### config.mk
export PLATFORM = sky130hd
export DESIGN_NAME = sbfd_front
export DESIGN_NICKNAME = d
export VERILOG_FILES = /design/src/hw/rtl/sync_byte_frame_deframer_assert.svh /design/src/hw/rtl/sbfd_pkg.sv /design/src/hw/rtl/sbfd_front.sv
export SDC_FILE = /design/constraint.sdc
export NUM_CORES = 1
export LEC_CHECK = 0
export BUFFER_PORTS_ARGS = -buffer_cell sky130_fd_sc_hd__buf_4
export CAP_MARGIN = 20
export CORE_MARGIN = 8
export CORE_UTILIZATION = 40
export CTS_CLUSTER_DIAMETER = 60
export CTS_CLUSTER_SIZE = 28
export DETAILED_ROUTE_END_ITERATION = 8
export MAX_ROUTING_LAYER = met4
export SKIP_CTS_REPAIR_TIMING = 1
export SYNTH_ARGS = -nofsm -noshare
export SYNTH_HDL_FRONTEND = slang
export SYNTH_SLANG_ARGS = --single-unit
export TNS_END_PERCENT = 20
### constraint.sdc
create_clock -name clk -period 2.3 [get_ports clk]
set_input_delay 0 -clock clk [delete_from_list [all_inputs] [get_ports clk]]
set_output_delay 0 -clock clk [all_outputs]
set_load 0.02 [all_outputs]
### src/hw/rtl/sync_byte_frame_deframer_assert.svh
// ----------------------------------------------------------------------------
// deframer assertion macros
// shared concurrent assertion forms, clocked on clk, disabled in reset
// ----------------------------------------------------------------------------
`ifndef SYNC_BYTE_FRAME_DEFRAMER_ASSERT_SVH
`define SYNC_BYTE_FRAME_DEFRAMER_ASSERT_SVH

// condition holds at every edge
`define SBFD_ASSERT_ALWAYS(lbl, cond, msg) \
    lbl: assert property (@(posedge clk) disable iff (!rst_n) (cond)) else $error(msg);

// antecedent implies consequent in the same cycle
`define SBFD_ASSERT_IMP(lbl, ante, cons, msg) \
    lbl: assert property (@(posedge clk) disable iff (!rst_n) (ante) |-> (cons)) else $error(msg);

`endif

### src/hw/rtl/sbfd_pkg.sv
// ----------------------------------------------------------------------------
// deframer package
// shared types and constants of the byte frame deframer
// ----------------------------------------------------------------------------
package sbfd_pkg;

    localparam int BUF_BYTES_DEF = 512;
    localparam int EXP_W         = 9;

    localparam logic [7:0]       SYNC_BYTE     = 8'he4;
    localparam logic [7:0]       DATA_MASK     = 8'h0c;
    localparam logic [7:0]       DATA_CODE     = 8'h04;
    localparam logic [EXP_W-1:0] SHORT_FRAME   = 9'd6;
    localparam logic [EXP_W-1:0] LONG_OVERHEAD = 9'd7;

    typedef enum logic [2:0] {
        ST_NEED_MORE = 3'd0,
        ST_FRAME     = 3'd1,
        ST_OVERFLOW  = 3'd2,
        ST_CHECKSUM  = 3'd3,
        ST_READ      = 3'd4
    } status_t;

    typedef enum logic {
        KIND_PUSH = 1'b0,
        KIND_READ = 1'b1
    } kind_t;

    typedef struct packed {
        kind_t      kind;
        logic [7:0] stream_byte;
        logic [7:0] read_index;
    } req_t;

    typedef struct packed {
        logic valid;
        req_t req;
    } head_t;

endpackage

### src/hw/rtl/sbfd_front.sv
// ----------------------------------------------------------------------------
// deframer front end
// accepts requests, classifies them and holds them in a two-entry queue
// ----------------------------------------------------------------------------
module sbfd_front (
    input  logic                 clk,
    input  logic                 rst_n,
    input  logic                 in_valid,
    output logic                 in_ready,
    input  logic                 in_type,
    input  logic [7:0]           in_byte,
    input  logic [7:0]           in_index,
    output sbfd_pkg::head_t      head,
    input  logic                 pop
);

    sbfd_pkg::req_t entry_reg [2];
    logic [1:0] count_reg, count_next;
    logic       wr_ptr_reg, wr_ptr_next;
    logic       rd_ptr_reg, rd_ptr_next;
    logic       push;
    logic       take;
    sbfd_pkg::req_t new_req;

    assign in_ready = (count_reg != 2'd2);
    assign push     = in_valid && in_ready;
    assign take     = pop && (count_reg != 2'd0);

    always_comb
    begin
        new_req.kind        = in_type ? sbfd_pkg::KIND_READ : sbfd_pkg::KIND_PUSH;
        new_req.stream_byte = in_byte;
        new_req.read_index  = in_index;
        head.valid          = (count_reg != 2'd0);
        head.req            = entry_reg[rd_ptr_reg];
        wr_ptr_next         = push ? ~wr_ptr_reg : wr_ptr_reg;
        rd_ptr_next         = take ? ~rd_ptr_reg : rd_ptr_reg;
        count_next          = count_reg + 2'(push) - 2'(take);
    end

    always_ff @(posedge clk)
    begin
        if (push)
        begin
            entry_reg[wr_ptr_reg] <= new_req;
        end
    end

    always_ff @(posedge clk or negedge rst_n)
    begin
        if (!rst_n)
        begin
            count_reg  <= 2'd0;
            wr_ptr_reg <= 1'b0;
            rd_ptr_reg <= 1'b0;
        end
        else
        begin
            count_reg  <= count_next;
            wr_ptr_reg <= wr_ptr_next;
            rd_ptr_reg <= rd_ptr_next;
        end
    end

endmodule

==> results.md, run 1 <==
- The run finished with clean final reports.
- Summed over all nets, the half-perimeter wirelength after detailed placement is between 1500 and 2000 µm.
- The highest-delay cell along the critical path is dfrtp_1.
- Timing analysis after detailed placement gives a worst setup slack of roughly 600 ps.
- The number of antenna diodes in the final layout is 0.
- The post-synthesis to final-layout area growth is 41.4%.
- Across all layers, the routed design uses 808 vias.
- The first global-routing pass estimated roughly 3700 µm of wire.
- Headroom to the max-slew limit came out at ~47%.
- The worst setup path is captured at a primary output.
- The clock tree from TritonCTS is yes.
- After detailed routing, the number of vias per cell comes to 4.42.
- The initial antenna violation count is 0.
- The floorplan step defined a die boundary enclosing 5760 µm².
- Counting the fill cells in the layout gives ~280.
- The distinct cell type count after synthesis is 14.
- The final hold violation count is 0.
- Walking the worst path, the cells encountered are mux2_2 > buf_4.
- For this run, design rule violations remaining after detail routing come to 0.
- The mapped netlist covers 1430 µm².
- The areal power density over the cells is about 1100 nW/µm².
- Once the floorplan was initialized, standard cells occupied 42.3% of the core.
- The final sum of negative setup slack is 0 ps.
- Clock-pin slew was measured on the worst setup and hold paths at 90 ps.
- Setup repair after global routing left no endpoint under its margin.
- Counting every net in the synthesized netlist gives just over 90.
- Setup slack on the critical path of the routed design comes to between 500 and 600 ps.
- The largest area contributor in the synthesized netlist is edfxtp_1.
- The all-layer global routing usage is under 10%.
- The total congestion overflow after global routing is 0.
- The number of pins exceeding their max-slew limit in the final report is 0.
- Across the VDD grid, the largest voltage drop is 0.825 mV.
- The most common cell after layout, fill and taps aside is buf_4.
- The count of buffering cells on the critical path with inverters included is 1.
- The startpoint class of the critical path is a flip-flop.
- The routed length per instance is 14.1 µm.
- After detailed routing, the total wire length is 2590 µm.
- The delay of the slowest cell on the worst path is ~870 ps.
- The clock period minus final worst setup slack is between 1500 and 2000 ps.
- The detail route stage leaves a number of antenna-violating nets equal to 0.
- At the end of the flow the core is filled with cells to between 50% and 60%.
- In this run the count of I/O pins placed on the die edge is 40.
- The height of the die is about 76 µm.
- The first detailed-routing pass took 4 iterations.
- The fraction of final layout cells sized beyond drive strength 1 is 47.4%.
- In this run the clock root is driven by a clkbuf_4.
- The worst-path maximum fanout is 18.
- After synthesis, the largest area contributor takes up between 70% and 80% of total cell area.
- The maximum count of clock buffers along a single path is 2.
- The clock arrives with 8.52 ps of skew.
- On the critical path the largest part of the delay comes from flip-flops.
- The required time at the endpoint of the critical path is 2300 ps.
- The total area inside the core boundary comes to 3390 µm².
- The register with the most flip-flops in the layout has 34 of them.
- The static leakage is around 0.8 nW.
- At the end of routability-driven placement, the weighted congestion stood at between 0.6 and 0.7.
- The horizontal die dimension is roughly 76 µm.
- At the pin with the least slew margin, the transition time is 801 ps.
- Summing the sequential cell areas from Yosys gives approximately four fifths of the chip area.
- During synthesis, Yosys emitted a total of 0 warnings.
- The number of global-route vias before repair was slightly above 800.
- At the end of the flow, the number of nets in the layout was around 160.
- Derived from the worst setup path, the maximum achievable clock frequency is 561 MHz.
- In this run, placement finished with an instance count of 155.
- The min-delay analysis places its worst path in the category in -> reg.
- The number of flip-flops and latches in the synthesized netlist is 38.
- The clock insertion delay at the later pin of the skew report is 330 ps.
- The number of non-filler instances in the completed layout is about 180.
- The worst setup path is of the reg -> out kind.
- The mean instance size in the synthesized netlist is a little over 20 µm².
- The worst slack on hold paths is 19.2 ps.
- After synthesis, the cell types taking the most area are edfxtp_1 (71%), mux2_2 (13%), dfrtp_1 (7.0%).
- The number of H-tree levels is 2.
- Clock tree synthesis inserted a total of 5 buffers.
- Setup violations remaining at the end of the flow were counted as 0.
- The floorplan has 21 rows.
- The final period utilization is 77.5%.
- The initial DRC count is 13.
- The number of sinks driven by the clock tree is 38.
- In the layout the commonest cells are buf_4 (41), edfxtp_1 (34), dlygate4sd3_1 (20).
- The maximum number of pins on one net before global-route repair is 19.
- The data arrival at the endpoint of the critical path is ~1800 ps.
- The cell count after synthesis is 70.
- The max-cap violation count is 0.
- The port buffer count is 39.
cell families after synthesis:
kind of cell | share of synthesized area [%]
XOR/XNOR | 2.44
multiplexers | 13.4
AND/OR/NAND/NOR | 2.44
flip-flops | 78.2
buffers and inverters | 1.83
adder cells (fa/ha/maj) | 1.74
worst reg2reg max path, delay by kind of cell, from the launching register on:
| family | cells | cell delay (ps) |
|---|---|---|
| buf+inv | 1 | 40 |
| flops | 1 | 420 |
| fa+ha+maj | 2 | 450 |
| xor+xnor | 2 | 310 |
| simple gates | 2 | 440 |
power breakdown:
group | internal (mW) | switching, mW
Combinational | 0.456 | 0.442
Clock | 0.118 | 0.195
Sequential | 0.951 | 0.114
synth_stat cells:
cell / number
ha_1: 2
nor2_1: 1
dfrtp_1: 4
xnor2_1: 3
xor2_1: 1
inv_1: 1
nand2b_1: 1
and3_1: 1
nand2_1: 1
and2_4: 1
mux2_2: 17
buf_6: 2
edfxtp_1: 34
or2_1: 1
per-stage QoR:
stage                     instance area [µm²]  total power [mW]
after floorplan                          1430              1.63
after global placement                   1780              1.95
after detailed placement                 1780              1.97
after CTS                                1830              2.29
after global routing                     2030              2.41
final                                    2030              2.28
path summary, 6_finish.rpt:
path                       cells past startpoint  slack, ps            to          from
min reg2reg                                    1        510    wr_ptr_reg    wr_ptr_reg
max in group asynchronous                      3       1550    rd_ptr_reg         rst_n
min                                            3         20    wr_ptr_reg      in_valid
max reg2reg                                    7        580  count_reg[1]  count_reg[1]
max                                            2        520       head[7]    rd_ptr_reg
min in group asynchronous                      3        560  count_reg[1]         rst_n
area by class of cell:
class | count | area, µm² | share of cell area (%)
multi-input cells | 29 | 289 | 14.3
flip-flops and latches | 38 | 1120 | 55.3
repair buffers | 61 | 508 | 25.0
clock inverters | 1 | 3.75 | 0.185
well taps | 46 | 57.6 | 2.84
clock buffers | 7 | 45.0 | 2.22
inverters | 1 | 3.75 | 0.185
metal layers:
layer  vias to the layer above  GRT usage [%]  part of all wire [%]  wire, µm
li1                        402              -                     -         -
met1                       378           9.44                    40      1030
met2                        24           15.0                    51      1320
met3                         4           5.26                   7.5       194
met4                         0           5.76                   1.8        46
met5                         -              -                     0         0
(Power assumes the default switching activity.)
==> run 2, diff against run 1 <==
==> constraint.sdc (replaced) <==
create_clock -name clk -period 1.8 [get_ports clk]
set_input_delay 0 -clock clk [delete_from_list [all_inputs] [get_ports clk]]
set_output_delay 0 -clock clk [all_outputs]
set_load 0.02 [all_outputs]
==> results.md, run 2 (synthesis gave the netlist of run 1 again) <==
- The flow ran to the end, and the final reports show no timing, DRC or antenna violations.
- For the worst-skew pair, the clock arrives at the later sink with an insertion delay of between 300 and 400 ps.
- The full die area is 5760 µm².
- The number of pins exceeding their max-slew limit in the final report was 0.
- The number of sinks driven by the clock tree is 38.
- The clock tree synthesis step divided the H-tree into 2 levels.
- Headroom to the max-slew limit came out at between 70 and 80%.
- The maximum clock rate is 589 MHz.
- The port buffer count is 39.
- The die is 75.9 µm tall.
- The clock period minus final worst setup slack is between 1500 and 2000 ps.
- The total of endpoints with negative setup slack in the final report is 0.
- The antenna diode instance count is 0.
- TritonCTS built the clock tree.
- Clock tree synthesis inserted a total of 5 buffers.
- The total placed instance area is 1810 µm².
- The estimated wirelength of the detail-placed design is roughly 1800 µm.
- Leaving out fill and tap cells, the most frequent cells in the layout are buf_4 (43), edfxtp_1 (34), dlygate4sd3_1 (20).
- The most common cell after layout, fill and taps aside is buf_4.
- The DRC violations left is 0.
- For this run, global-route usage on met3 was measured as around 4.6%.
- The static leakage is ~0.81 nW.
- Global routing used between 10% and 20% of the available met2 tracks.
- The routed layout has 822 vias.
- The wire length of the first global-routing pass is between 3000 and 4000 µm.
- The total overflow left after global routing is 0.
- Along the worst path, the maximum fanout reaches 3.
- The final critical path takes up 94.3% of the cycle.
- The clock tree skew after final layout is between 8 and 9 ps.
- Once the floorplan was initialized, standard cells occupied between 40% and 50% of the core.
- The horizontal die dimension is between 70 and 80 µm.
- At the pin with the least slew margin, the transition time is 311 ps.
- The final-stage net count is approximately 160.
- The cell row count is 21.
- Across the run, the number of max-cap violations was 0.
- The data arrival at the endpoint of the critical path is between 1500 and 2000 ps.
- The total of fill cells in the finished design is about 270.
- The number of iterations in the first detailed-routing pass is 4.
- The final sum of negative setup slack is 0 ps.
- The register with the most flip-flops in the layout has 34 of them.
- The endpoint kind of the worst setup timing path is a flip-flop.
- The final wirelength is ~2600 µm.
- The number of global-route vias before repair is around 820.
- CTS placed an instance of clkbuf_4 at the clock tree root.
- The congestion estimate from routability-driven global placement came to between 0.6 and 0.7.
- The finished layout holds ~190 standard cells, fillers aside.
- The final hold violation count was 0.
- The worst setup path is of the reg -> reg kind.
- After clock tree synthesis, the clock-pin slew on the worst setup and hold paths is approximately 100 ps.
- The worst setup margin is roughly 100 ps.
- The routed length per instance is about 14 µm.
- The worst setup timing slack at the placement stage is around 110 ps.
- In the routed layout, each cell is associated on average with a via count of approximately 4.4.
- The count of pins on the block boundary is 40.
- The all-layer global routing usage is under 10%.
- The initial antenna violation count is 0.
- The core area is 3390 µm².
- The worst slack on hold paths is around 16 ps.
- The post-synthesis to final-layout area growth is 44.0%.
- The maximum count of clock buffers along a single path is 2.
- The required time at the endpoint of the critical path is 2050 ps.
- The detailed router finished its first iteration with 25 violations.
- Setup repair after global routing left no endpoint under its margin.
- The classification of the worst-slack hold path is in -> reg.
- For this design the ratio of total power to cell area is around 1400 nW/µm².
- For this run, global-route usage on met1 was measured as about a tenth.
- The worst-case IR drop observed on VDD is between 0.7 and 0.8 mV.
- The worst setup path is launched from a flip-flop.
- Entering global routing, the biggest net connects 15 pins.
- With fillers left out, the area of the finished cells amounts to 2060 µm².
- The busiest metal layer after global routing is met2.
- The post-route antenna net violation count is 0.
- Cells with a size suffix above 1 make up around 49% of the layout.
- The post-placement cell count is ~160.
[run 2: cell types whose count changed in the layout (fill, tap and decap cells not counted)]
cell      delta
buf_12       +1
clkinv_2     +1
clkbuf_1     -1
buf_4        +2
[run 2: critical path, stage by stage, from the launching register on]
cell     delay, ps
dfrtp_1        410
or2_1          250
and2_4         170
ha_1           270
inv_1           40
ha_1           180
xnor2_1        160
xnor2_1        150
[run 2: layer usage]
layer	part of all wire, %	up-vias
met5	0	-
met4	1.8	0
met3	8.1	4
met2	52	23
met1	38	391
li1	-	404
[run 2: path summary, 6_finish.rpt]
| path | startpoint | end | slack (ps) | cells past startpoint |
|---|---|---|---|---|
| max reg2reg | count_reg[1] | count_reg[1] | 100 | 7 |
| min | in_valid | wr_ptr_reg | 20 | 3 |
| max in group asynchronous | rst_n | wr_ptr_reg | 1060 | 3 |
| min reg2reg | wr_ptr_reg | wr_ptr_reg | 520 | 1 |
| max | count_reg[1] | count_reg[1] | 100 | 7 |
| min in group asynchronous | rst_n | rd_ptr_reg | 560 | 3 |
[run 2: final cells by class]
type	instances	area [µm²]	share of cell area, %
flip-flops and latches	38	1120	54.3
repair buffers	64	543	26.3
well taps	46	57.6	2.79
clock inverters	2	8.76	0.424
multi-input cells	29	289	14.0
clock buffers	6	41.3	2.00
inverters	1	3.75	0.182
[run 2: through the flow]
| step | power [mW] | utilization, % |
|---|---|---|
| 3_3_place_gp | 2.57 | 53.5 |
| 6_report | 2.98 | 60.9 |
| 5_1_grt | 3.15 | 60.9 |
| 3_5_place_dp | 2.59 | 53.5 |
| 4_1_cts | 3.00 | 55.0 |
| 2_1_floorplan | 2.09 | - |
[run 2: power by group]
group | internal (mW) | switching (mW) | total (mW)
combinational | 0.644 | 0.633 | 1.28
clock | 0.147 | 0.250 | 0.397
sequential | 1.22 | 0.0871 | 1.30
total | 2.01 | 0.970 | 2.98
